<file path="config.mk">
export PLATFORM = sky130hd
export DESIGN_NAME = disturbance_observer_rate_loop
export DESIGN_NICKNAME = d
export VERILOG_FILES = /design/src/sv/dobrl_pkg.sv /design/src/sv/disturbance_observer_rate_loop.sv /design/src/sv/dobrl_div.sv /design/src/sv/dobrl_seq.sv /design/src/sv/dobrl_dp.sv
export SDC_FILE = /design/constraint.sdc
export NUM_CORES = 2
export LEC_CHECK = 0
export ABC_AREA = 0
export BUFFER_PORTS_ARGS = -buffer_cell sky130_fd_sc_hd__buf_2
export CORE_ASPECT_RATIO = 1.25
export CORE_MARGIN = 4
export CORE_UTILIZATION = 45
export DETAILED_ROUTE_END_ITERATION = 16
export HOLD_SLACK_MARGIN = 0.1
export PLACE_DENSITY = 0.68
export SYNTH_ARGS = -nofsm -noshare
export SYNTH_HDL_FRONTEND = slang
export SYNTH_HIERARCHICAL = 1
export SYNTH_SLANG_ARGS = --single-unit
</file>
<file path="constraint.sdc">
create_clock -name clock -period 18.8 [get_ports clock]
set_input_delay 1.88 -clock clock [delete_from_list [all_inputs] [get_ports clock]]
set_output_delay 1.88 -clock clock [all_outputs]
set_load 0.005 [all_outputs]
</file>
<file path="src/sv/dobrl_pkg.sv">
// shared types, constants, microcode table and arithmetic helpers of the disturbance observer
package dobrl_pkg;

   // field widths
   localparam int DATA_W     = 32;
   localparam int DT_W       = 24;
   localparam int COEF_W     = 17;
   localparam int GAIN_W     = 16;
   localparam int MAX_AXES   = 3;
   localparam int CSR_IDX_W  = 2;
   localparam int CSR_DATA_W = 17;

   // datapath widths
   localparam int OPA_W     = COEF_W + 1;           // unsigned coefficient as signed operand
   localparam int OPB_W     = DATA_W + 1;           // exact rate difference
   localparam int PROD_W    = OPA_W + OPB_W;
   localparam int RND_W     = PROD_W + 1 - 16;      // product rounded back to q16.16
   localparam int DECAY_W   = DATA_W + 1;
   localparam int MAG_W     = 50;                   // magnitude of coefficient times difference
   localparam int DIV_SHIFT = 8;
   localparam int NUM_W     = MAG_W + DIV_SHIFT;    // dividend of the slope divide
   localparam int SLOPE_W   = DATA_W + 3;
   localparam int SUM_W     = 36;
   localparam int STEP_W    = 4;

   localparam logic [COEF_W-1:0] ONE_Q16 = COEF_W'(65536);

   // axis slots
   localparam int AX_ROLL  = 0;
   localparam int AX_PITCH = 1;
   localparam int AX_YAW   = 2;

   // register indexes
   localparam logic [CSR_IDX_W-1:0] CSR_DERIV_COEFF = 2'd0;
   localparam logic [CSR_IDX_W-1:0] CSR_GAIN_ROLL   = 2'd1;
   localparam logic [CSR_IDX_W-1:0] CSR_GAIN_PITCH  = 2'd2;
   localparam logic [CSR_IDX_W-1:0] CSR_GAIN_YAW    = 2'd3;

   typedef enum logic [3:0] {
      OP_NONE,
      OP_LOAD,
      OP_MUL_DECAY,
      OP_MUL_SLOPE,
      OP_ABS,
      OP_DIV_START,
      OP_SLOPE,
      OP_DERIV,
      OP_ERR,
      OP_MUL_GAIN,
      OP_INC,
      OP_INTEG,
      OP_RESULT,
      OP_PUBLISH
   } op_type;

   typedef enum logic [2:0] {
      COND_NEXT,
      COND_WAIT_REQ,
      COND_WAIT_DIV,
      COND_WAIT_RSP,
      COND_LANDED,
      COND_MORE_AXES,
      COND_ALWAYS
   } cond_type;

   typedef struct packed {
      op_type            op;
      cond_type          cond;
      logic [STEP_W-1:0] target;
      logic              req_ready;
   } ucode_type;

   typedef struct packed {
      op_type op;
      logic   go;
   } dp_ctrl_type;

   typedef struct packed {
      logic div_busy;
      logic landed;
      logic last_axis;
      logic rsp_blocked;
   } dp_stat_type;

   // program steps
   localparam logic [STEP_W-1:0] STEP_IDLE      = 4'd0;
   localparam logic [STEP_W-1:0] STEP_MUL_DECAY = 4'd1;
   localparam logic [STEP_W-1:0] STEP_MUL_SLOPE = 4'd2;
   localparam logic [STEP_W-1:0] STEP_ABS       = 4'd3;
   localparam logic [STEP_W-1:0] STEP_DIV_START = 4'd4;
   localparam logic [STEP_W-1:0] STEP_DIV_WAIT  = 4'd5;
   localparam logic [STEP_W-1:0] STEP_SLOPE     = 4'd6;
   localparam logic [STEP_W-1:0] STEP_DERIV     = 4'd7;
   localparam logic [STEP_W-1:0] STEP_ERR       = 4'd8;
   localparam logic [STEP_W-1:0] STEP_MUL_GAIN  = 4'd9;
   localparam logic [STEP_W-1:0] STEP_INC       = 4'd10;
   localparam logic [STEP_W-1:0] STEP_INTEG     = 4'd11;
   localparam logic [STEP_W-1:0] STEP_RESULT    = 4'd12;
   localparam logic [STEP_W-1:0] STEP_PUBLISH   = 4'd13;

   function automatic ucode_type ucode_rom(input logic [STEP_W-1:0] step);
      ucode_type w;
      w = '{op: OP_NONE, cond: COND_ALWAYS, target: STEP_IDLE, req_ready: 1'b0};
      unique case (step)
         STEP_IDLE:      w = '{OP_LOAD,      COND_WAIT_REQ,  STEP_MUL_DECAY, 1'b1};
         STEP_MUL_DECAY: w = '{OP_MUL_DECAY, COND_NEXT,      STEP_IDLE,      1'b0};
         STEP_MUL_SLOPE: w = '{OP_MUL_SLOPE, COND_NEXT,      STEP_IDLE,      1'b0};
         STEP_ABS:       w = '{OP_ABS,       COND_NEXT,      STEP_IDLE,      1'b0};
         STEP_DIV_START: w = '{OP_DIV_START, COND_NEXT,      STEP_IDLE,      1'b0};
         STEP_DIV_WAIT:  w = '{OP_NONE,      COND_WAIT_DIV,  STEP_SLOPE,     1'b0};
         STEP_SLOPE:     w = '{OP_SLOPE,     COND_NEXT,      STEP_IDLE,      1'b0};
         STEP_DERIV:     w = '{OP_DERIV,     COND_NEXT,      STEP_IDLE,      1'b0};
         STEP_ERR:       w = '{OP_ERR,       COND_LANDED,    STEP_RESULT,    1'b0};
         STEP_MUL_GAIN:  w = '{OP_MUL_GAIN,  COND_NEXT,      STEP_IDLE,      1'b0};
         STEP_INC:       w = '{OP_INC,       COND_NEXT,      STEP_IDLE,      1'b0};
         STEP_INTEG:     w = '{OP_INTEG,     COND_NEXT,      STEP_IDLE,      1'b0};
         STEP_RESULT:    w = '{OP_RESULT,    COND_MORE_AXES, STEP_MUL_DECAY, 1'b0};
         STEP_PUBLISH:   w = '{OP_PUBLISH,   COND_WAIT_RSP,  STEP_IDLE,      1'b0};
         default:        w = '{OP_NONE,      COND_ALWAYS,    STEP_IDLE,      1'b0};
      endcase
      return w;
   endfunction

   // divide by 2^16, round to nearest, ties away from zero
   function automatic logic signed [RND_W-1:0] rnd_q16(input logic signed [PROD_W-1:0] n);
      logic [PROD_W:0] s;
      s = {n[PROD_W-1], n} + (n[PROD_W-1] ? (PROD_W+1)'(32767) : (PROD_W+1)'(32768));
      return s[PROD_W:16];
   endfunction

   // saturate to 32 bits signed
   function automatic logic signed [DATA_W-1:0] sat32(input logic signed [SUM_W-1:0] v);
      logic signed [DATA_W-1:0] r;
      if ((&v[SUM_W-1:DATA_W-1]) || !(|v[SUM_W-1:DATA_W-1])) begin
         r = v[DATA_W-1:0];
      end else if (v[SUM_W-1]) begin
         r = {1'b1, {(DATA_W-1){1'b0}}};
      end else begin
         r = {1'b0, {(DATA_W-1){1'b1}}};
      end
      return r;
   endfunction

endpackage

</file>
<file path="src/sv/disturbance_observer_rate_loop.sv">
// top level of the three-axis disturbance observer for the rate loop
//
//   channel   direction  handshake                 contents
//   req_      in         req_valid / req_ready     rates, setpoints, time step, landed flag
//   rsp_      out        rsp_valid / rsp_ready     torques and integrators per axis
//   csr_      in         csr_write_en              coefficient and per-axis gains
//
// the serial slope divide dominates: 2 quotient bits a cycle
// req_ready is high only while the sequencer sits at its idle step; the result register
// lets the next item in while the last result still waits, publish waits for it to drain
// synchronous active-high reset clears the observer state, config and control; no clear pass
module disturbance_observer_rate_loop #(
   parameter int AXES = dobrl_pkg::MAX_AXES
) (
   input  logic                                 clock,
   input  logic                                 reset,
   // input items
   input  logic                                 req_valid,
   output logic                                 req_ready,
   input  logic signed [dobrl_pkg::DATA_W-1:0]  req_rate_roll,
   input  logic signed [dobrl_pkg::DATA_W-1:0]  req_rate_pitch,
   input  logic signed [dobrl_pkg::DATA_W-1:0]  req_rate_yaw,
   input  logic signed [dobrl_pkg::DATA_W-1:0]  req_setpoint_roll,
   input  logic signed [dobrl_pkg::DATA_W-1:0]  req_setpoint_pitch,
   input  logic signed [dobrl_pkg::DATA_W-1:0]  req_setpoint_yaw,
   input  logic [dobrl_pkg::DT_W-1:0]           req_time_step,
   input  logic                                 req_on_ground,
   // result items
   output logic                                 rsp_valid,
   input  logic                                 rsp_ready,
   output logic signed [dobrl_pkg::DATA_W-1:0]  rsp_torque_roll,
   output logic signed [dobrl_pkg::DATA_W-1:0]  rsp_torque_pitch,
   output logic signed [dobrl_pkg::DATA_W-1:0]  rsp_torque_yaw,
   output logic signed [dobrl_pkg::DATA_W-1:0]  rsp_integ_roll,
   output logic signed [dobrl_pkg::DATA_W-1:0]  rsp_integ_pitch,
   output logic signed [dobrl_pkg::DATA_W-1:0]  rsp_integ_yaw,
   // config writes
   input  logic                                 csr_write_en,
   input  logic [dobrl_pkg::CSR_IDX_W-1:0]      csr_index,
   input  logic [dobrl_pkg::CSR_DATA_W-1:0]     csr_wdata
);
   import dobrl_pkg::*;

   // config registers
   logic [COEF_W-1:0] coeff_ff, coeff_in;
   logic [GAIN_W-1:0] gain_ff [MAX_AXES], gain_in [MAX_AXES];

   logic signed [DATA_W-1:0] rate_vec [MAX_AXES];
   logic signed [DATA_W-1:0] sp_vec [MAX_AXES];
   logic signed [DATA_W-1:0] torque_vec [MAX_AXES];
   logic signed [DATA_W-1:0] integ_vec [MAX_AXES];

   dp_ctrl_type ctrl;
   dp_stat_type stat;

   // register writes, taken at any time; the user keeps them to idle periods
   always_comb begin
      coeff_in = coeff_ff;
      gain_in  = gain_ff;
      if (csr_write_en) begin
         unique case (csr_index)
            CSR_DERIV_COEFF: coeff_in          = csr_wdata[COEF_W-1:0];
            CSR_GAIN_ROLL:   gain_in[AX_ROLL]  = csr_wdata[GAIN_W-1:0];
            CSR_GAIN_PITCH:  gain_in[AX_PITCH] = csr_wdata[GAIN_W-1:0];
            CSR_GAIN_YAW:    gain_in[AX_YAW]   = csr_wdata[GAIN_W-1:0];
            default: begin
            end
         endcase
      end
   end

   always_ff @(posedge clock) begin
      if (reset) begin
         coeff_ff <= '0;
         for (int i = 0; i < MAX_AXES; i++) begin
            gain_ff[i] <= '0;
         end
      end else begin
         coeff_ff <= coeff_in;
         gain_ff  <= gain_in;
      end
   end

   // per-axis views of the payload
   assign rate_vec[AX_ROLL]  = req_rate_roll;
   assign rate_vec[AX_PITCH] = req_rate_pitch;
   assign rate_vec[AX_YAW]   = req_rate_yaw;
   assign sp_vec[AX_ROLL]    = req_setpoint_roll;
   assign sp_vec[AX_PITCH]   = req_setpoint_pitch;
   assign sp_vec[AX_YAW]     = req_setpoint_yaw;

   // step counter and control table
   dobrl_seq u_seq (
      .clock     (clock),
      .reset     (reset),
      .req_valid (req_valid),
      .stat      (stat),
      .req_ready (req_ready),
      .ctrl      (ctrl)
   );

   // arithmetic, observer state and result register
   dobrl_dp #(
      .AXES (AXES)
   ) u_dp (
      .clock        (clock),
      .reset        (reset),
      .ctrl         (ctrl),
      .stat         (stat),
      .coeff        (coeff_ff),
      .gain         (gain_ff),
      .req_rate     (rate_vec),
      .req_setpoint (sp_vec),
      .time_step    (req_time_step),
      .on_ground    (req_on_ground),
      .rsp_ready    (rsp_ready),
      .rsp_valid    (rsp_valid),
      .torque       (torque_vec),
      .integ        (integ_vec)
   );

   assign rsp_torque_roll  = torque_vec[AX_ROLL];
   assign rsp_torque_pitch = torque_vec[AX_PITCH];
   assign rsp_torque_yaw   = torque_vec[AX_YAW];
   assign rsp_integ_roll   = integ_vec[AX_ROLL];
   assign rsp_integ_pitch  = integ_vec[AX_PITCH];
   assign rsp_integ_yaw    = integ_vec[AX_YAW];

   // one item at a time: the sequencer leaves idle right after an accept
   a_one_item: assert property (@(posedge clock) disable iff (reset)
      req_valid && req_ready |=> !req_ready)
      else $error("input accepted while an item is in progress");

   // a result appears only from the publish step
   a_publish: assert property (@(posedge clock) disable iff (reset)
      $rose(rsp_valid) |-> $past(ctrl.op == OP_PUBLISH && ctrl.go))
      else $error("result valid raised outside the publish step");

   // the divider has always finished by the time a new item can enter
   a_div_idle: assert property (@(posedge clock) disable iff (reset)
      (ctrl.op == OP_LOAD) |-> !stat.div_busy)
      else $error("divider still busy at idle step");

endmodule

</file>
<file path="src/sv/dobrl_div.sv">
// unsigned iterative divider, two quotient bits per cycle, rounds to nearest at the end
module dobrl_div #(
   parameter int NUM_W = dobrl_pkg::NUM_W,
   parameter int DEN_W = dobrl_pkg::DT_W
) (
   input  logic             clock,
   input  logic             reset,
   input  logic             start,
   input  logic [NUM_W-1:0] num,
   input  logic [DEN_W-1:0] den,
   output logic             busy,
   output logic [NUM_W-1:0] quo
);
   import dobrl_pkg::*;

   localparam int ITER  = NUM_W / 2;
   localparam int CNT_W = $clog2(ITER + 1);

   logic [DEN_W-1:0] rem_ff, rem_in;
   logic [NUM_W-1:0] quo_ff, quo_in;
   logic [CNT_W-1:0] cnt_ff, cnt_in;
   logic             busy_ff, busy_in;

   logic [DEN_W:0]   t1, t2;
   logic [DEN_W-1:0] r1, r2;
   logic             b1, b2;
   logic [DEN_W-1:0] half_up;
   logic             round_up;

   // two restoring steps
   always_comb begin
      t1 = {rem_ff, quo_ff[NUM_W-1]};
      b1 = t1 >= {1'b0, den};
      r1 = b1 ? DEN_W'(t1 - {1'b0, den}) : t1[DEN_W-1:0];
      t2 = {r1, quo_ff[NUM_W-2]};
      b2 = t2 >= {1'b0, den};
      r2 = b2 ? DEN_W'(t2 - {1'b0, den}) : t2[DEN_W-1:0];
      half_up  = den - (den >> 1);
      round_up = rem_ff >= half_up;
   end

   always_comb begin
      rem_in  = rem_ff;
      quo_in  = quo_ff;
      cnt_in  = cnt_ff;
      busy_in = busy_ff;
      if (start) begin
         rem_in  = '0;
         quo_in  = num;
         cnt_in  = CNT_W'(ITER);
         busy_in = 1'b1;
      end else if (busy_ff) begin
         if (cnt_ff != '0) begin
            rem_in = r2;
            quo_in = {quo_ff[NUM_W-3:0], b1, b2};
            cnt_in = cnt_ff - CNT_W'(1);
         end else begin
            quo_in  = quo_ff + NUM_W'(round_up);
            busy_in = 1'b0;
         end
      end
   end

   always_ff @(posedge clock) begin
      if (reset) begin
         busy_ff <= 1'b0;
         cnt_ff  <= '0;
      end else begin
         busy_ff <= busy_in;
         cnt_ff  <= cnt_in;
      end
   end

   always_ff @(posedge clock) begin
      rem_ff <= rem_in;
      quo_ff <= quo_in;
   end

   assign busy = busy_ff;
   assign quo  = quo_ff;

endmodule

</file>
<file path="src/sv/dobrl_seq.sv">
// microcode sequencer: step counter, control table lookup and conditional jumps
module dobrl_seq (
   input  logic                  clock,
   input  logic                  reset,
   input  logic                  req_valid,
   input  dobrl_pkg::dp_stat_type stat,
   output logic                  req_ready,
   output dobrl_pkg::dp_ctrl_type ctrl
);
   import dobrl_pkg::*;

   logic [STEP_W-1:0] pc_ff, pc_in;
   ucode_type         word;
   logic              go;

   assign word = ucode_rom(pc_ff);

   // release of wait steps; no item is taken while in reset
   always_comb begin
      unique case (word.cond)
         COND_WAIT_REQ: go = req_valid && !reset;
         COND_WAIT_DIV: go = !stat.div_busy;
         COND_WAIT_RSP: go = !stat.rsp_blocked;
         default:       go = 1'b1;
      endcase
      req_ready = word.req_ready && !reset;
      ctrl.op   = word.op;
      ctrl.go   = go;
   end

   // next step
   always_comb begin
      unique case (word.cond)
         COND_WAIT_REQ,
         COND_WAIT_DIV,
         COND_WAIT_RSP:  pc_in = go ? word.target : pc_ff;
         COND_LANDED:    pc_in = stat.landed ? word.target : pc_ff + STEP_W'(1);
         COND_MORE_AXES: pc_in = !stat.last_axis ? word.target : pc_ff + STEP_W'(1);
         COND_ALWAYS:    pc_in = word.target;
         default:        pc_in = pc_ff + STEP_W'(1);
      endcase
   end

   always_ff @(posedge clock) begin
      if (reset) begin
         pc_ff <= STEP_IDLE;
      end else begin
         pc_ff <= pc_in;
      end
   end

endmodule

</file>
<file path="src/sv/dobrl_dp.sv">
// datapath: operand registers, shared multiplier, divider, per-axis state and result registers
module dobrl_dp #(
   parameter int AXES = dobrl_pkg::MAX_AXES
) (
   input  logic                                 clock,
   input  logic                                 reset,
   input  dobrl_pkg::dp_ctrl_type               ctrl,
   output dobrl_pkg::dp_stat_type               stat,
   input  logic [dobrl_pkg::COEF_W-1:0]         coeff,
   input  logic [dobrl_pkg::GAIN_W-1:0]         gain       [dobrl_pkg::MAX_AXES],
   input  logic signed [dobrl_pkg::DATA_W-1:0]  req_rate     [dobrl_pkg::MAX_AXES],
   input  logic signed [dobrl_pkg::DATA_W-1:0]  req_setpoint [dobrl_pkg::MAX_AXES],
   input  logic [dobrl_pkg::DT_W-1:0]           time_step,
   input  logic                                 on_ground,
   input  logic                                 rsp_ready,
   output logic                                 rsp_valid,
   output logic signed [dobrl_pkg::DATA_W-1:0]  torque [dobrl_pkg::MAX_AXES],
   output logic signed [dobrl_pkg::DATA_W-1:0]  integ  [dobrl_pkg::MAX_AXES]
);
   import dobrl_pkg::*;

   localparam int AXIS_W = (AXES > 1) ? $clog2(AXES) : 1;
   localparam logic [AXIS_W-1:0] LAST_AXIS = AXIS_W'(AXES - 1);

   // item registers
   logic signed [DATA_W-1:0] rate_ff [AXES], rate_in [AXES];
   logic signed [DATA_W-1:0] sp_ff [AXES], sp_in [AXES];
   logic [DT_W-1:0]          dt_ff, dt_in;
   logic                     landed_ff, landed_in;
   logic [AXIS_W-1:0]        axis_ff, axis_in;

   // observer state
   logic signed [DATA_W-1:0] last_rate_ff [AXES], last_rate_in [AXES];
   logic signed [DATA_W-1:0] last_deriv_ff [AXES], last_deriv_in [AXES];
   logic signed [DATA_W-1:0] integ_ff [AXES], integ_in [AXES];

   // working registers
   logic signed [PROD_W-1:0]  mul_ff, mul_in;
   logic signed [OPB_W-1:0]   diff_ff, diff_in;
   logic signed [DECAY_W-1:0] decay_ff, decay_in;
   logic [MAG_W-1:0]          mag_ff, mag_in;
   logic                      neg_ff, neg_in;
   logic signed [SLOPE_W-1:0] slope_ff, slope_in;
   logic signed [DATA_W-1:0]  deriv_ff, deriv_in;
   logic signed [DATA_W-1:0]  err_ff, err_in;
   logic signed [DECAY_W-1:0] inc_ff, inc_in;

   // results
   logic signed [DATA_W-1:0] res_torque_ff [AXES], res_torque_in [AXES];
   logic signed [DATA_W-1:0] res_integ_ff [AXES], res_integ_in [AXES];
   logic signed [DATA_W-1:0] out_torque_ff [AXES], out_torque_in [AXES];
   logic signed [DATA_W-1:0] out_integ_ff [AXES], out_integ_in [AXES];
   logic                     rsp_valid_ff, rsp_valid_in;

   logic [GAIN_W-1:0]        gain_ax [AXES];
   logic [COEF_W-1:0]        c0;
   logic signed [DATA_W-1:0] cur_rate, cur_sp, cur_last_rate, cur_last_deriv, cur_integ;
   logic [GAIN_W-1:0]        cur_gain;
   logic signed [OPA_W-1:0]  opa;
   logic signed [OPB_W-1:0]  opb;
   logic signed [PROD_W-1:0] product;
   logic signed [RND_W-1:0]  rnd_val;
   logic [PROD_W-1:0]        mag_full;
   logic [NUM_W-1:0]         div_quo;
   logic                     div_busy;
   logic                     div_start;
   logic                     quo_big;
   logic [DATA_W+1:0]        smag;
   logic [SLOPE_W-1:0]       slope_pos;

   for (genvar i = 0; i < AXES; i++) begin : g_gain
      assign gain_ax[i] = gain[i];
   end

   assign c0             = (coeff > ONE_Q16) ? ONE_Q16 : coeff;
   assign cur_rate       = rate_ff[axis_ff];
   assign cur_sp         = sp_ff[axis_ff];
   assign cur_last_rate  = last_rate_ff[axis_ff];
   assign cur_last_deriv = last_deriv_ff[axis_ff];
   assign cur_integ      = integ_ff[axis_ff];
   assign cur_gain       = gain_ax[axis_ff];

   // shared multiplier operands
   always_comb begin
      unique case (ctrl.op)
         OP_MUL_DECAY: begin
            opa = OPA_W'(ONE_Q16 - c0);
            opb = OPB_W'(cur_last_deriv);
         end
         OP_MUL_SLOPE: begin
            opa = OPA_W'(c0);
            opb = diff_ff;
         end
         OP_MUL_GAIN: begin
            opa = OPA_W'(cur_gain);
            opb = OPB_W'(err_ff);
         end
         default: begin
            opa = '0;
            opb = '0;
         end
      endcase
   end

   assign product = opa * opb;
   assign rnd_val = rnd_q16(mul_ff);
   assign mag_full = mul_ff[PROD_W-1] ? -mul_ff : mul_ff;

   // quotients of 2^33 and more saturate the derivative whatever the decay term
   assign quo_big   = |div_quo[NUM_W-1:DATA_W+1];
   assign smag      = quo_big ? {1'b1, {(DATA_W+1){1'b0}}} : {1'b0, div_quo[DATA_W:0]};
   assign slope_pos = {1'b0, smag};

   assign div_start = ctrl.go && (ctrl.op == OP_DIV_START);

   dobrl_div #(
      .NUM_W (NUM_W),
      .DEN_W (DT_W)
   ) u_div (
      .clock (clock),
      .reset (reset),
      .start (div_start),
      .num   ({mag_ff, {DIV_SHIFT{1'b0}}}),
      .den   (dt_ff),
      .busy  (div_busy),
      .quo   (div_quo)
   );

   always_comb begin
      rate_in       = rate_ff;
      sp_in         = sp_ff;
      dt_in         = dt_ff;
      landed_in     = landed_ff;
      axis_in       = axis_ff;
      last_rate_in  = last_rate_ff;
      last_deriv_in = last_deriv_ff;
      integ_in      = integ_ff;
      mul_in        = mul_ff;
      diff_in       = diff_ff;
      decay_in      = decay_ff;
      mag_in        = mag_ff;
      neg_in        = neg_ff;
      slope_in      = slope_ff;
      deriv_in      = deriv_ff;
      err_in        = err_ff;
      inc_in        = inc_ff;
      res_torque_in = res_torque_ff;
      res_integ_in  = res_integ_ff;
      out_torque_in = out_torque_ff;
      out_integ_in  = out_integ_ff;
      rsp_valid_in  = rsp_valid_ff;

      if (rsp_valid_ff && rsp_ready) begin
         rsp_valid_in = 1'b0;
      end

      if (ctrl.go) begin
         unique case (ctrl.op)
            OP_LOAD: begin
               for (int i = 0; i < AXES; i++) begin
                  rate_in[i] = req_rate[i];
                  sp_in[i]   = req_setpoint[i];
               end
               // zero time step is taken as one
               dt_in     = (time_step == '0) ? DT_W'(1) : time_step;
               landed_in = on_ground;
               axis_in   = '0;
            end
            OP_MUL_DECAY: begin
               mul_in  = product;
               diff_in = OPB_W'(cur_rate) - OPB_W'(cur_last_rate);
            end
            OP_MUL_SLOPE: begin
               decay_in = rnd_val[DECAY_W-1:0];
               mul_in   = product;
            end
            OP_ABS: begin
               mag_in = mag_full[MAG_W-1:0];
               neg_in = mul_ff[PROD_W-1];
            end
            OP_SLOPE: begin
               slope_in = neg_ff ? -slope_pos : slope_pos;
            end
            OP_DERIV: begin
               deriv_in               = sat32(SUM_W'(decay_ff) + SUM_W'(slope_ff));
               last_deriv_in[axis_ff] = sat32(SUM_W'(decay_ff) + SUM_W'(slope_ff));
               last_rate_in[axis_ff]  = cur_rate;
            end
            OP_ERR: begin
               err_in = sat32(SUM_W'(cur_sp) - SUM_W'(deriv_ff));
            end
            OP_MUL_GAIN: begin
               mul_in = product;
            end
            OP_INC: begin
               inc_in = rnd_val[DECAY_W-1:0];
            end
            OP_INTEG: begin
               integ_in[axis_ff] = sat32(SUM_W'(cur_integ) + SUM_W'(inc_ff));
            end
            OP_RESULT: begin
               res_torque_in[axis_ff] = sat32(SUM_W'(err_ff) + SUM_W'(cur_integ));
               res_integ_in[axis_ff]  = cur_integ;
               if (axis_ff != LAST_AXIS) begin
                  axis_in = axis_ff + AXIS_W'(1);
               end
            end
            OP_PUBLISH: begin
               out_torque_in = res_torque_ff;
               out_integ_in  = res_integ_ff;
               rsp_valid_in  = 1'b1;
            end
            OP_NONE, OP_DIV_START: begin
            end
            default: begin
            end
         endcase
      end
   end

   always_ff @(posedge clock) begin
      if (reset) begin
         axis_ff      <= '0;
         rsp_valid_ff <= 1'b0;
         for (int i = 0; i < AXES; i++) begin
            last_rate_ff[i]  <= '0;
            last_deriv_ff[i] <= '0;
            integ_ff[i]      <= '0;
         end
      end else begin
         axis_ff       <= axis_in;
         rsp_valid_ff  <= rsp_valid_in;
         last_rate_ff  <= last_rate_in;
         last_deriv_ff <= last_deriv_in;
         integ_ff      <= integ_in;
      end
   end

   always_ff @(posedge clock) begin
      rate_ff       <= rate_in;
      sp_ff         <= sp_in;
      dt_ff         <= dt_in;
      landed_ff     <= landed_in;
      mul_ff        <= mul_in;
      diff_ff       <= diff_in;
      decay_ff      <= decay_in;
      mag_ff        <= mag_in;
      neg_ff        <= neg_in;
      slope_ff      <= slope_in;
      deriv_ff      <= deriv_in;
      err_ff        <= err_in;
      inc_ff        <= inc_in;
      res_torque_ff <= res_torque_in;
      res_integ_ff  <= res_integ_in;
      out_torque_ff <= out_torque_in;
      out_integ_ff  <= out_integ_in;
   end

   always_comb begin
      stat.div_busy    = div_busy;
      stat.landed      = landed_ff;
      stat.last_axis   = (axis_ff == LAST_AXIS);
      stat.rsp_blocked = rsp_valid_ff && !rsp_ready;
   end

   assign rsp_valid = rsp_valid_ff;

   // axes not built report zero
   for (genvar i = 0; i < MAX_AXES; i++) begin : g_out
      if (i < AXES) begin : g_used
         assign torque[i] = out_torque_ff[i];
         assign integ[i]  = out_integ_ff[i];
      end else begin : g_unused
         assign torque[i] = '0;
         assign integ[i]  = '0;
      end
   end

endmodule
</file>
[Yosys cells after proc, flatten, opt, wreduce, memory -nomap -nowiden]
Memories as Yosys holds them, arrays and structs flattened. A register that Yosys moved wholly into a read port is not among the register bits.
Index checks and enable logic that the tools add are counted.
Word-level totals
  flip-flop bits (word level): 1349
  bits in latches: 0
  memory bits (writable): 0
  memory bits (read-only): 192
  input bits: 241
  output and inout port bits: 194
  logic and storage cells: 227
  memories kept: 1
Memories
  (name not given): depth 16, bits a word 12, rd ports 1, clocked after memory_dff 1, write ports 0, RTL line dobrl_pkg.sv:104  | unique case (step)
Cells by class
  add/subtract/negate cells: 16
  multipliers: 1
  divide/modulo/power cells: 0
  order comparisons: 6
  equality and inequality tests: 26
  shifts and indexed selects: 0
  mux-type cells: 69
  bitwise gates (word level): 1
  reduce and logical (&&, ||, !) cells: 55
Operators by type and width (count)
  32-bit 2-to-1 mux: 25
  96-bit bitwise mux: 5
  32-bit binary-select mux with 2-bit select: 5
  58-bit 2-to-1 mux: 3
  33-bit one-hot mux with 3 select lines: 1
  34-bit 2-to-1 mux: 2
  32-bit by 32-bit subtractor with 33-bit output: 2
  32-bit demux with 2-bit select: 1
  58-bit by 1-bit adder with 58-bit output: 1
  18-bit one-hot mux with 3 select lines: 1
  18-bit by 33-bit multiplier with 51-bit output: 1
  25-bit by 24-bit greater-or-equal comparator with 1-bit output: 2
  50-bit 2-to-1 mux: 1
  50-bit negation: 1
  49-bit adder: 1
  16-bit 2-to-1 mux: 3
  24-bit 2-to-1 mux: 2
  24-bit subtractor: 2
  33-bit by 35-bit adder with 36-bit output: 1
  2-bit AND reduction: 18
  34-bit negation with 35-bit output: 1
  32-bit by 33-bit adder with 34-bit output: 1
  32-bit by 32-bit adder with 33-bit output: 1
  16-bit binary-select mux with 2-bit select: 1
  42 further kinds: 92

[Logic depth before layout (Yosys ltp)]
  word-level depth: 12
  depth in mapped cells: 34
  depth with buffers taken out: 31

[Hierarchy]
Netlist, hierarchy kept.
Modules (own cells, without submodules)
  dobrl_dp: times used 1, cells each 7034, area an instance 74373.8 sq um, seq. area each 32881.5 sq um
  dobrl_div: times used 1, cells each 1251, area an instance 9910.8 sq um, seq. area each 2342.2 sq um
  disturbance_observer_rate_loop: times used 1, cells each 234, area an instance 2608.8 sq um, seq. area each 1301.2 sq um
  dobrl_seq: times used 1, cells each 85, area an instance 837.1 sq um, seq. area each 320.3 sq um

[Worst setup path after synthesis]
Ideal clock, no wire load.
  path kind: input port to flip-flop
  from: input rsp_ready
  to: register u_dp.out_integ_ff, in the netlist u_dp/integ[0], enable pin
  setup time: 749 ps
  arrival: 10943 ps
  required time: 18051 ps
  slack: 7108 ps
  stages: 8
  path buffers: 2
  cell sequence: nor2b_1 > mux2_4 > a32o_2 > clkinv_2 > buf_4 > clkbuf_1 > nand2_1 > nor2_1
On the way
  longest elaborated chain between the ends: 5
RTL lines
  start: declaration: RTL line disturbance_observer_rate_loop.sv:30  | input logic rsp_ready,
  1-bit logical NOT: RTL line dobrl_dp.sv:263  | stat.rsp_blocked = rsp_valid_ff && !rsp_ready;
  1-bit logical AND: RTL line dobrl_dp.sv:263
  1-bit logical NOT: RTL line dobrl_seq.sv:23  | COND_WAIT_RSP: go = !stat.rsp_blocked;
  1-bit one-hot mux with 3 select lines: RTL line dobrl_seq.sv:20  | unique case (word.cond)
  named net u_seq.go: RTL line dobrl_seq.sv:14  | logic go;
  2-bit AND reduction (no line)
  end signal: assignment: RTL line dobrl_dp.sv:256  | out_integ_ff <= out_integ_in;
  end: declaration: RTL line dobrl_dp.sv:52  | logic signed [DATA_W-1:0] out_integ_ff [AXES], out_integ_in [AXES];
The timed path passes the listed nets, and every way through them passes these cells.
A chain may end at the register's enable or synchronous reset.

[Final worst setup path]
  from: register u_dp.axis_ff[0]
  to: register u_dp.mul_ff[49] (data pin)
On the way
  longest elaborated chain between the ends: 6
  elaborated cells on any way between the ends: 10
  classes of those cells: mul (1); mux (8); bitwise (1)
RTL lines
  start: declaration: RTL line dobrl_dp.sv:30  | logic [AXIS_W-1:0] axis_ff, axis_in;
  start signal: assignment: RTL line dobrl_dp.sv:231  | axis_ff <= axis_in;
  2-bit inverter with 3-bit output (not written as such) (*): RTL line dobrl_dp.sv:79, dobrl_dp.sv:81
  16-bit binary-select mux with 2-bit select or 32-bit binary-select mux with 2-bit select (tied branches): RTL line dobrl_dp.sv:81, dobrl_dp.sv:79
  16-bit 2-to-1 mux (not written as such) or 32-bit 2-to-1 mux (tied branches) (2 in a row): RTL line dobrl_dp.sv:81, dobrl_dp.sv:79
  18-bit one-hot mux with 3 select lines or 33-bit one-hot mux with 3 select lines (tied branches): RTL line dobrl_dp.sv:85  | unique case (ctrl.op)
  18-bit by 33-bit multiplier with 51-bit output (*): RTL line dobrl_dp.sv:105  | assign product = opa * opb;
  named net u_dp.product[49]: RTL line dobrl_dp.sv:61  | logic signed [PROD_W-1:0] product;
  end signal: assignment: RTL line dobrl_dp.sv:244  | mul_ff <= mul_in;
  end: declaration: RTL line dobrl_dp.sv:38  | logic signed [PROD_W-1:0] mul_ff, mul_in;
Mark *: on every way through the listed nets, which the timed path passes. The rest lies on a longest branch. The select of a mux whose other input is x is not followed.

==> results.md <==
- Clock tree synthesis found a total of 1361 sinks.
- STA classifies the critical path startpoint as a flop.
- The detailed-route wire length on metal 1 is 100000 microns.
- The die height is 502 microns.
- The number of nets still failing antenna checks after routing is 0.
- The placement row count is 180.
- The number of port buffers is 434.
- Counting flops with a built-in enable in the synthesized netlist gives about 960.
- The share of total power dissipated in combinational logic is 45.2%.
- The number of nets in the layout is between 10000 and 15000.
- Routability-driven placement finished with a final weighted congestion of 0.987.
- The number of distinct library cells after synthesis is between 100 and 150.
- The placed wire-length estimate after detailed placement is 196000 microns.
- The most frequent cell on the critical path is fa_1.
- The arrival time reported for the critical path endpoint is around 11 ns.
- The total power density per cell area is 135 nW/um^2.
- The transition time at the pin with the least slew margin is approximately 1.5 ns.
- The endpoint kind of the worst setup timing path is a flop.
- Once placement completed, the tool counted placed cells totaling 11300.
- The clock insertion delay at the later pin of the skew report is 0.81 ns.
- The total overflow reported by the global router is 0.
- The internal power component is ~7.8 mW.
- The most common flop cell mapped by yosys is edfxtp_1.
- Once the clock tree was built, the resizer swapped 0 gates to a different size.
- Relative to the synthesized area, the layout overhead comes to 10.8%.
- The post-route core utilization is between 50% and 60%.
- The initial utilization of the core area, before any placement, comes to 45.4%.
- Along the worst path, the maximum fanout reaches 88.
- roughly 440 I/O pins were placed.
- The critical path is of the flop to flop type.
- In the routed design, unresolved DRC markers number 0.
- The final number of max-transition violations is 6.
- In this run the top signal layer used is met4.
- Sequential cells account for 32.7% of the total power.
- Summed over all failing endpoints, the final setup total negative slack is 0 ns.
- The final reports fail on capacitance limit, slew limit.
- The worst clock skew is 0.0465 ns.
- The number of warnings reported in the yosys synthesis log is 6.
- The post-CTS setup buffer count is 0.
- Setup repair after global routing left no endpoint under its margin.
- The run finished, with violations left.
- The worst slack after detailed placement is around 8.0 ns.
- In this run the cell area of the synthesized design comes to approximately 88000 sq um.
- The worst path setup slack after routing is ~8.0 ns.
- TritonCTS built the clock tree.
- The wire length per cell is 22.3 microns.
- Detailed routing placed a total of 14400 microns of wire on met3.
- The wire length on met2 is roughly 120000 microns.
- Dividing the final minimum period by the clock period gives 57.7%.
- The routed wire length is roughly 260000 microns.
- The part of the Yosys area used for sequential elements is approximately two fifths.
- The first global-routing pass estimated approximately 400000 microns of wire.
- The die extent in x is 403 microns.
- The via count of the first global-routing pass is around 65000.
- The detailed router placed 64900 vias in this run.
- For this run, the slowest stage of the critical path takes roughly 0.8 ns.
- Setup violations remaining at the end of the flow were counted as 0.
- In this run the power spent charging and discharging nets is approximately 5.3 mW.
- Fill cells in the final layout number 17400.
- The region available for standard cell placement spans about 190000 sq um.
- The worst endpoint required time is 19.37 ns.
- The worst hold margin is 0.403 ns.
- The first detailed-routing pass ran for 6 iterations.
- After clock tree synthesis, the clock-pin slew on the worst setup and hold paths is 0.07 ns.
- The maximum root-to-sink buffer count is 3.
- The share of flip-flops with an asynchronous set or reset after synthesis is 0%.
- The path class of the tightest hold or removal check is flop to flop.
- A synthesized cell averages 10.2 sq um.
- The number of buffers added to fix hold violations after cts is 0.
- The floorplan step defined a die boundary enclosing 202000 sq um.
- Synthesis produced a netlist whose cell count is 8604.
- Across the run, the number of max-cap violations was 1.
- The number of design-rule violations left by the first detailed-router iteration is 5643.
- Of the cells placed in the final design, the portion with a size suffix greater than 1 is 10.0%.
- Among all stages on the critical path, the largest delay is contributed by dfxtp_4.
- Entering global routing, the biggest net connects 116 pins.
- The fraction of power spent switching nets is 40.7%.
- The clock network power share is between 20 and 25%.
- The clock tree synthesis step divided the H-tree into 4 levels.
- In this run, CTS created clock tree buffers numbering 141.
- Counting flops and latches in the post-synthesis netlist gives between 1000 and 1500.
- In this run the static leakage power is 38.7 nW.
- The number of antenna violations at the first check in global routing is 5.
- Once layout is complete, the cells apart from fillers number 11500.
- The hold violation total from the final report is 0.
- VDD sags by at most 0.133 mV.
- The headroom to the max-slew limit is -1.33%.
- For the finished layout, the period the worst path requires is 10.85 ns.
- The achievable clock frequency is 0.0922 GHz.
- The cell sitting at the root of the clock tree is a clkbuf_16.
- The routed via count divided by cell count is around 5.6.
- Global routing used 25.0% of the available tracks.
## metal layers
metal,vias up,global-route usage [%]
met5,-,0
met4,0,15.1
met3,550,3.10
met2,2352,42.5
met1,31900,30.6
li1,30100,-
## cells in the mapped netlist, drive strengths merged (18+ instances only)
cell      n  area [sq um]
dfxtp   402          8050
a21oi   465          2410
or3      39           260
nor2    729          2740
and2     70           438
o31ai    47           372
nor3     99           495
or2      26           163
nand2b  141           882
and3     47           299
mux2     19           218
o21bai   39           293
a21o    136          1020
mux2i   281          2810
o211ai   22           175
clkbuf  371          1420
inv     958          3600
nand2   925          3470
o21ai   344          1730
a22oi    42           315
ha      410          5130
nor4     43           297
o21a     48           368
xor2    117          1020
xnor2   254          2220
fa      577         11600
edfxtp  959         28800
nand3   128           651
o41ai    21           199
a211o    18           158
a211oi  337          2540
buf      74           382
nor2b    45           282
a31oi    68           447
nand4    53           338
o22ai    41           257
## path summary, 6_finish.rpt
path                          start               to  slack, ns  depth (start not counted)
min          u_dp/res_torque_ff[78]  u_dp/torque[78]       0.40                          0
max                 u_dp/axis_ff[0]  u_dp/mul_ff[49]       7.95                         30
min reg2reg  u_dp/res_torque_ff[78]  u_dp/torque[78]       0.40                          0
max reg2reg         u_dp/axis_ff[0]  u_dp/mul_ff[49]       7.95                         30
## sequential cells by signal, indices dropped and copies added, names as in the netlist, 24 cells and up
register,count
u_dp/sp_ff,96
u_dp/decay_ff,33
u_dp/u_div/quo,58
u_dp/torque,96
u_dp/diff_ff,33
u_dp/rate_ff,96
u_dp/inc_ff,33
u_dp/dt_ff,24
gain_ff,48
u_dp/slope_ff,35
u_dp/mul_ff,51
u_dp/err_ff,32
u_dp/integ,96
u_dp/deriv_ff,32
u_dp/last_rate_ff,96
u_dp/u_div/rem_ff,24
u_dp/last_deriv_ff,96
u_dp/res_torque_ff,96
u_dp/res_integ_ff,96
u_dp/integ_ff,96
u_dp/mag_ff,50
## cells in the final DEF (no fill, tap or decap), types with 45 or more instances in the layout
| cell type | Yosys | routed |
|---|---|---|
| ha_1 | 410 | 410 |
| o21ai_0 | 332 | 329 |
| dfxtp_1 | 402 | 400 |
| nand3_1 | 126 | 126 |
| xor2_1 | 117 | 117 |
| mux2i_1 | 281 | 281 |
| buf_2 | 17 | 433 |
| nand2b_1 | 141 | 141 |
| and2_1 | 68 | 65 |
| fa_1 | 577 | 577 |
| a21oi_1 | 442 | 441 |
| nor2_1 | 729 | 720 |
| a21o_1 | 136 | 136 |
| nor3_1 | 99 | 95 |
| clkbuf_16 | 0 | 145 |
| inv_1 | 955 | 954 |
| a31oi_1 | 66 | 66 |
| edfxtp_1 | 959 | 959 |
| xnor2_1 | 254 | 254 |
| o31ai_1 | 45 | 45 |
| o21a_1 | 47 | 47 |
| nand4_1 | 52 | 52 |
| nand2_1 | 924 | 923 |
| a211oi_1 | 334 | 334 |
| buf_4 | 12 | 90 |
## cells by family (layout without fill, tap and decap cells)
| family | after synthesis | in the layout | synth area share, % |
|---|---|---|---|
| compound gates | 1761 | 1761 | 13.2 |
| fa+ha+maj | 1001 | 1001 | 19.2 |
| other cells | 2 | 48 | 0.00856 |
| simple gates | 2404 | 2404 | 12.3 |
| buf+inv | 1404 | 1740 | 6.16 |
| mux | 300 | 300 | 3.45 |
| xor+xnor | 371 | 371 | 3.70 |
| flops | 1361 | 1361 | 42.0 |
## metrics by stage
step,power (mW),instance area [sq um]
floorplan,8.51,87900
global placement,10.1,92400
detailed placement,10.2,92400
CTS,13.1,97200
global route,13.9,97200
finish,13.1,97200
## worst max-delay path, delay by kind of cell, from the launching register on
kind / cells / cell delay [ns]
AO/OA/AOI/OAI: 10 / 2.58
XOR/XNOR: 1 / 0.07
adder cells (fa/ha/maj): 7 / 3.42
buffers and inverters: 8 / 2.26
flip-flops: 1 / 0.82
multiplexers: 1 / 0.16
AND/OR/NAND/NOR: 3 / 1.01
## power groups by stage
stage	Clock, mW	Sequential, mW	Combinational, mW
floorplan	0	4.18	4.33
global placement	0	4.33	5.74
detailed placement	0	4.34	5.84
CTS	2.97	4.28	5.87
global route	3.09	4.32	6.50
finish	2.90	4.29	5.92
## area by class of cell
cell class	instances	area (sq um)	share of cell area [%]
clock inverters	70	888	0.914
diodes	7	17.5	0.0180
well taps	2548	3190	3.28
flip-flops and latches	1361	36900	37.9
clock buffers	184	3920	4.03
repair buffers	527	2890	2.97
inverters	959	3610	3.71
multi-input cells	5878	45900	47.2
No activity file was read; power rests on OpenSTA's default activity.
